`config.mk`:
```
export PLATFORM = sky130hd
export DESIGN_NAME = dual_pot_current_limit_split
export DESIGN_NICKNAME = d
export VERILOG_FILES = /design/src/dpcl_pkg.sv /design/src/dual_pot_current_limit_split.sv
export SDC_FILE = /design/constraint.sdc
export NUM_CORES = 1
export LEC_CHECK = 0
export BUFFER_PORTS_ARGS = -buffer_cell sky130_fd_sc_hd__buf_2
export CAP_MARGIN = 20
export CORE_MARGIN = 2
export CORE_UTILIZATION = 60
export CTS_CLUSTER_DIAMETER = 40
export DETAILED_ROUTE_END_ITERATION = 6
export PLACE_DENSITY_LB_ADDON = 0.1
export SYNTH_ARGS = -nofsm -noshare
export SYNTH_HDL_FRONTEND = slang
export SYNTH_SLANG_ARGS = --single-unit
```
`constraint.sdc`:
```
create_clock -name aclk -period 8 [get_ports aclk]
set_clock_uncertainty 0.1 [all_clocks]
set_input_delay 0.4 -clock aclk [delete_from_list [all_inputs] [get_ports aclk]]
set_output_delay 0.4 -clock aclk [all_outputs]
set_load 0.02 [all_outputs]
```
`src/dpcl_pkg.sv`:
```
package dpcl_pkg;

    localparam int unsigned CUR_W    = 16;
    localparam int unsigned CODE_W   = 8;
    localparam int unsigned PROD_W   = 34;
    localparam int unsigned DEN_W    = 20;
    localparam int unsigned NUM_W    = 30;
    localparam int unsigned FINE_SH  = 14;
    localparam int unsigned DIV_BITS = 8;

    // Stage map: check, reciprocal multiply, coarse clamp, divisor, saturation,
    // then one restoring divide step per stage, MSB first.
    localparam int unsigned STG_MUL  = 1;
    localparam int unsigned STG_CRS  = 2;
    localparam int unsigned STG_DEN  = 3;
    localparam int unsigned STG_SAT  = 4;
    localparam int unsigned STG_DIV0 = 5;
    localparam int unsigned NSTG     = STG_DIV0 + DIV_BITS;

    localparam logic [2:0] ADDR_MIN = 3'd0;
    localparam logic [2:0] ADDR_MAX = 3'd4;

    localparam logic [CUR_W-1:0]  MIN_RST   = 16'd10;
    localparam logic [CUR_W-1:0]  MAX_RST   = 16'd5000;
    // floor(cur * 128 / 3125) == (cur * RECIP) >> 25 for cur < 8192
    localparam logic [20:0]       RECIP     = 21'd1374390;
    localparam int unsigned       RECIP_SH  = 25;
    localparam int unsigned       SMALL_W   = 13;
    // at or above this request the coarse code clamps to full scale
    localparam logic [CUR_W-1:0]  BIG_CUR   = 16'd6250;
    localparam logic [11:0]       SCALE_DEN = 12'd3125;
    localparam logic [CODE_W-1:0] CODE_MAX  = 8'd255;
    localparam logic [CODE_W-1:0] CODE_MIN  = 8'd1;

    typedef struct packed {
        logic              acc;
        logic              big;
        logic [CUR_W-1:0]  cur;
        logic [PROD_W-1:0] prod;
        logic [CODE_W-1:0] coarse;
        logic [DEN_W-1:0]  den;
        logic [NUM_W-1:0]  rem;
        logic [CODE_W-1:0] quo;
        logic              sat;
    } pl_t;

endpackage

```
`src/dual_pot_current_limit_split.sv`:
```
// Pipeline: one register per stage, from the input check to the last divide step;
// m_tvalid rises when a request reaches the last stage.
// Throughput: one item per cycle unless the output stalls; one restoring divide
// step per stage for the fine code, and every stage holds under back-pressure.
// Reset: aresetn synchronous, active low; empties the pipeline and loads the lower
// limit 10 mA and the upper limit 5000 mA.
module dual_pot_current_limit_split (
    input  logic        aclk,
    input  logic        aresetn,
    input  logic        psel,
    input  logic        penable,
    input  logic        pwrite,
    input  logic [2:0]  paddr,
    input  logic [31:0] pwdata,
    output logic [31:0] prdata,
    output logic        pready,
    input  logic        s_tvalid,
    output logic        s_tready,
    input  logic [15:0] s_tdata,   // [15:0] req_ma
    output logic        m_tvalid,
    input  logic        m_tready,
    output logic [15:0] m_tdata,   // [7:0] coarse_pot, [15:8] fine_pot
    output logic        m_tuser    // [0] accepted
);

    localparam int unsigned NS = dpcl_pkg::NSTG;

    logic [dpcl_pkg::CUR_W-1:0] min_reg;
    logic [dpcl_pkg::CUR_W-1:0] max_reg;
    logic                       cfg_wr;

    logic           vld_reg [NS];
    dpcl_pkg::pl_t  dat_reg [NS];
    dpcl_pkg::pl_t  dat_next [NS];
    logic           rdy [NS+1];

    assign pready = 1'b1;
    assign cfg_wr = psel && penable && pwrite;

    always_ff @(posedge aclk) begin
        if (!aresetn) begin
            min_reg <= dpcl_pkg::MIN_RST;
            max_reg <= dpcl_pkg::MAX_RST;
        end else if (cfg_wr) begin
            case (paddr[2])
                dpcl_pkg::ADDR_MIN[2]: min_reg <= pwdata[15:0];
                dpcl_pkg::ADDR_MAX[2]: max_reg <= pwdata[15:0];
                default: ;
            endcase
        end
    end

    always_comb begin
        case (paddr[2])
            dpcl_pkg::ADDR_MIN[2]: prdata = {16'd0, min_reg};
            dpcl_pkg::ADDR_MAX[2]: prdata = {16'd0, max_reg};
            default:               prdata = 32'd0;
        endcase
    end

    // stage handshake
    always_comb begin
        rdy[NS] = m_tready;
        for (int k = NS - 1; k >= 0; k--) begin
            rdy[k] = !vld_reg[k] || rdy[k+1];
        end
    end

    assign s_tready = rdy[0];

    always_comb begin
        logic [dpcl_pkg::NUM_W-1:0] shd;
        logic [dpcl_pkg::NUM_W-1:0] lim;
        logic [2:0]                 b;
        dat_next[0]      = '0;
        dat_next[0].cur  = s_tdata;
        dat_next[0].acc  = (s_tdata >= min_reg) && (s_tdata <= max_reg);
        dat_next[0].big  = s_tdata >= dpcl_pkg::BIG_CUR;
        shd = '0;
        lim = '0;
        b   = '0;
        for (int k = 1; k < NS; k++) begin
            dat_next[k] = dat_reg[k-1];
            if (k == dpcl_pkg::STG_MUL) begin
                dat_next[k].prod =
                    dpcl_pkg::PROD_W'(dat_reg[k-1].cur[dpcl_pkg::SMALL_W-1:0]) *
                    dpcl_pkg::PROD_W'(dpcl_pkg::RECIP);
            end else if (k == dpcl_pkg::STG_CRS) begin
                if (dat_reg[k-1].big) begin
                    dat_next[k].coarse = dpcl_pkg::CODE_MAX;
                end else if (dat_reg[k-1].prod[dpcl_pkg::PROD_W-1:dpcl_pkg::RECIP_SH]
                             == '0) begin
                    dat_next[k].coarse = dpcl_pkg::CODE_MIN;
                end else begin
                    dat_next[k].coarse =
                        dat_reg[k-1].prod[dpcl_pkg::RECIP_SH+7:dpcl_pkg::RECIP_SH];
                end
            end else if (k == dpcl_pkg::STG_DEN) begin
                dat_next[k].den = dpcl_pkg::DEN_W'(dat_reg[k-1].coarse) *
                                  dpcl_pkg::DEN_W'(dpcl_pkg::SCALE_DEN);
                dat_next[k].rem = {dat_reg[k-1].cur, dpcl_pkg::FINE_SH'(0)};
            end else if (k == dpcl_pkg::STG_SAT) begin
                lim = {2'b00, dat_reg[k-1].den, 8'd0};
                dat_next[k].sat = dat_reg[k-1].rem >= lim;
                dat_next[k].quo = '0;
            end else begin
                b   = 3'(dpcl_pkg::DIV_BITS - 1 - (k - dpcl_pkg::STG_DIV0));
                shd = dpcl_pkg::NUM_W'({10'd0, dat_reg[k-1].den} << b);
                if (dat_reg[k-1].rem >= shd) begin
                    dat_next[k].rem    = dat_reg[k-1].rem - shd;
                    dat_next[k].quo[b] = 1'b1;
                end
            end
        end
    end

    always_ff @(posedge aclk) begin
        for (int k = 0; k < NS; k++) begin
            if (!aresetn) begin
                vld_reg[k] <= 1'b0;
            end else if (rdy[k]) begin
                vld_reg[k] <= (k == 0) ? s_tvalid : vld_reg[k == 0 ? 0 : k-1];
            end
        end
    end

    always_ff @(posedge aclk) begin
        for (int k = 0; k < NS; k++) begin
            if (rdy[k]) begin
                dat_reg[k] <= dat_next[k];
            end
        end
    end

    always_comb begin
        m_tvalid = vld_reg[NS-1];
        m_tuser  = dat_reg[NS-1].acc;
        if (!dat_reg[NS-1].acc) begin
            m_tdata = '0;
        end else begin
            m_tdata[7:0]  = dat_reg[NS-1].coarse;
            m_tdata[15:8] = dat_reg[NS-1].sat ? dpcl_pkg::CODE_MAX : dat_reg[NS-1].quo;
        end
    end

endmodule

```
==> impl_metrics.json <==
{
  "grt_pass1_vias": 24500,
  "path_class": "flop to flop",
  "relSlewSlack": 0.305,
  "clockBufferDepth": 3,
  "synthArstFlopShare": 0,
  "h-tree-depth": 3,
  "synthFlopType": "edfxtp_1",
  "fp.dieArea_um2": 62500,
  "seq_area_frac_synth": 0.508,
  "port_buffers": 74,
  "final_layout_size_suffix_gt1_frac": 0.0941,
  "vias": 23800,
  "yosys_warnings": 0,
  "max_freq_mhz": 158,
  "final_common_cell": "edfxtp_1",
  "largest_reg_flops": 581,
  "drt_first_pass_iters": 5,
  "grt_max_degree": 59,
  "ant_nets": 0,
  "status": "finished, final reports clean",
  "synth.cell_area_um2": 36300,
  "syn_area_per_cell_um2": 11.5,
  "p_leak_nw": 17.5,
  "synth-edff-count": 593,
  "cts_tree": "built",
  "post_drt_via_cell_ratio": 5.69,
  "diodes": 0,
  "wl_per_cell_um": 18.9,
  "hpwl_mm": 60.4,
  "ys_seq_elements": 626,
  "cts_sinks": 626,
  "rsz0062_at_grt": "false",
  "core-area_um2": 60100,
  "slew_viol_final": 0,
  "worstMarginPinSlew_ns": 1.04,
  "period_share": 0.793,
  "dp_cells": 3978,
  "fin_nets": 3839,
  "dieWidth_um": 250,
  "stdcell_area_um2": 41000,
  "path_max_fanout": 9,
  "period_minus_slack_ns": 6.34,
  "cts_buffers": 91,
  "hold_class": "input port to flop",
  "place_area_um2": 37500,
  "slowest_delay_ns": 0.65,
  "layout_common_cells": "593 x edfxtp_1, 465 x inv_1, 359 x ha_1, 240 x nand2_1, 171 x a21oi_1",
  "overflow": 0,
  "crit_path_frequent_cell": "fa_1",
  "critical_path.slowest_cell": "fa_1",
  "timing.setup.tns_ns": 0,
  "finalWeightedCongestion": 0.937,
  "clkLatencyLatePin_ns": 0.64,
  "drt_wl_total_mm": 79.0,
  "cp-start-kind": "flop",
  "first_iter_violations": 1549,
  "grt_pass1_wl_mm": 128,
  "final_cells": 4182,
  "clk_pin_slew_ns": 0.06,
  "synth.distinct_cells": 81,
  "syn_inst": 3159,
  "die_h_um": 250,
  "hold_violations": 0,
  "hold_ws_ns": 0.0373,
  "grt_antenna_before_repair": 0,
  "io_pins": 110,
  "critPathCaptureType": "flop",
  "start_util": 0.604,
  "n_fill_cell": 4442,
  "setup_viol": 0,
  "maxCapViolations": 0,
  "ir_drop_mv": 0.283,
  "num_rows": 90,
  "critical_path_required_ns": 8.28,
  "critPathArrivalTime_ns": 6.62,
  "p_per_area_nw_per_um2": 448,
  "cts_root_buf": "clkbuf_16",
  "track_usage": 0.259,
  "crit_chain": "fa_1, inv_1, fa_1, inv_1, fa_1, fa_1, inv_1, fa_1, inv_1, ha_1, a211oi_1, o211ai_1, o2111ai_1, o2111ai_1, o31a_1, a211o_1, a21o_1, a21oi_1, xor2_1",
  "syn_to_final_growth_pct": 12.9,
  "route.detailed.drc": 0
}
-- per-layer routing --
metal | GRT usage | vias to the layer above | share of wire
li1 | - | 11500 | -
met1 | 0.310 | 11600 | 0.40
met2 | 0.468 | 505 | 0.52
met3 | 0.0341 | 201 | 0.035
met4 | 0.116 | 0 | 0.045
met5 | 0 | - | 0
-- worst paths after layout --
path | from | to | slack [ns] | depth (start not counted)
worst max-delay path | dat_reg[0][104] | dat_reg[0][219] | 1.66 | 19
worst max register to register | dat_reg[0][104] | dat_reg[0][219] | 1.66 | 19
worst min-delay path | s_tvalid | vld_reg[0][0] | 0.04 | 2
worst min register to register | dat_reg[1][127] | dat_reg[1][246] | 0.31 | 0
-- cells in the mapped netlist, drive strengths merged (5+ instances only) --
library cell,instances,area [µm²]
a2111oi,7,98.8
nand2b,34,213
or3,17,116
o31ai,29,218
mux2i,5,50.1
nor4,25,163
nor4b,5,56.3
and2,17,106
nand2,244,916
o21a,38,285
and4,8,70.1
a2111o,7,78.8
or2,19,119
nand4,25,156
buf,36,253
a31o,9,78.8
a21oi,172,861
a21boi,32,252
o21ai,166,835
o211ai,18,135
ha,359,4490
xor2,79,692
mux2,14,158
o21bai,17,128
nor3,47,240
a31oi,13,87.6
nor2,149,562
or4,11,82.6
fa,101,2020
a211oi,29,223
a21o,69,518
edfxtp,593,17800
nand3,33,170
clkbuf,34,129
a211o,10,87.6
and3,27,169
xnor2,81,709
inv,472,1770
nor2b,29,181
dfxtp,33,661
-- stage by stage --
stage / utilization / total power [mW] / setup slack (ns)
global placement: 0.624 / 14.0 / 1.73
CTS: 0.682 / 18.5 / 1.61
floorplan: - / 12.0 / 2.32
finish: 0.682 / 18.4 / 1.66
detailed placement: 0.624 / 14.3 / 1.68
global route: 0.682 / 19.8 / 1.39
-- cells by family after synthesis --
family,after synthesis,synth area share
mux,19,0.00572
fa+ha+maj,460,0.179
buf+inv,542,0.0593
compound gates,648,0.115
xor+xnor,160,0.0386
simple gates,702,0.0941
other cells,2,0.000207
flops,626,0.508
-- power by group --
part | switching, mW | internal, mW | leakage (nW)
Clock | 1.59 | 2.48 | 1.54
Combinational | 4.80 | 3.52 | 9.77
Sequential | 0.774 | 5.23 | 6.23
Total | 7.17 | 11.2 | 17.5
-- what timing repair did --
item | in CTS | in global routing
hold buffers | 32 | 0
resized for setup | 0 | 0
hold endpoints to repair | 48 | 0
setup buffers | 0 | 0
endpoints found under the setup margin | 0 | 0
-- final cells by class --
type | instances | area, µm² | share of cell area
well taps | 782 | 978 | 0.0238
inverters | 472 | 1770 | 0.0432
flip-flops and latches | 626 | 18500 | 0.450
clock buffers | 101 | 2380 | 0.0580
clock inverters | 71 | 808 | 0.0197
repair buffers | 124 | 830 | 0.0202
multi-input cells | 2006 | 15800 | 0.385
-- critical path, delay by kind of cell (launching register included) --
kind / cells / cell delay [ns]
compound gates: 8 / 2.01
xor+xnor: 1 / 0.09
fa+ha+maj: 6 / 2.98
buf+inv: 4 / 0.29
flops: 1 / 0.63
Power figures use the tool's default switching activity.
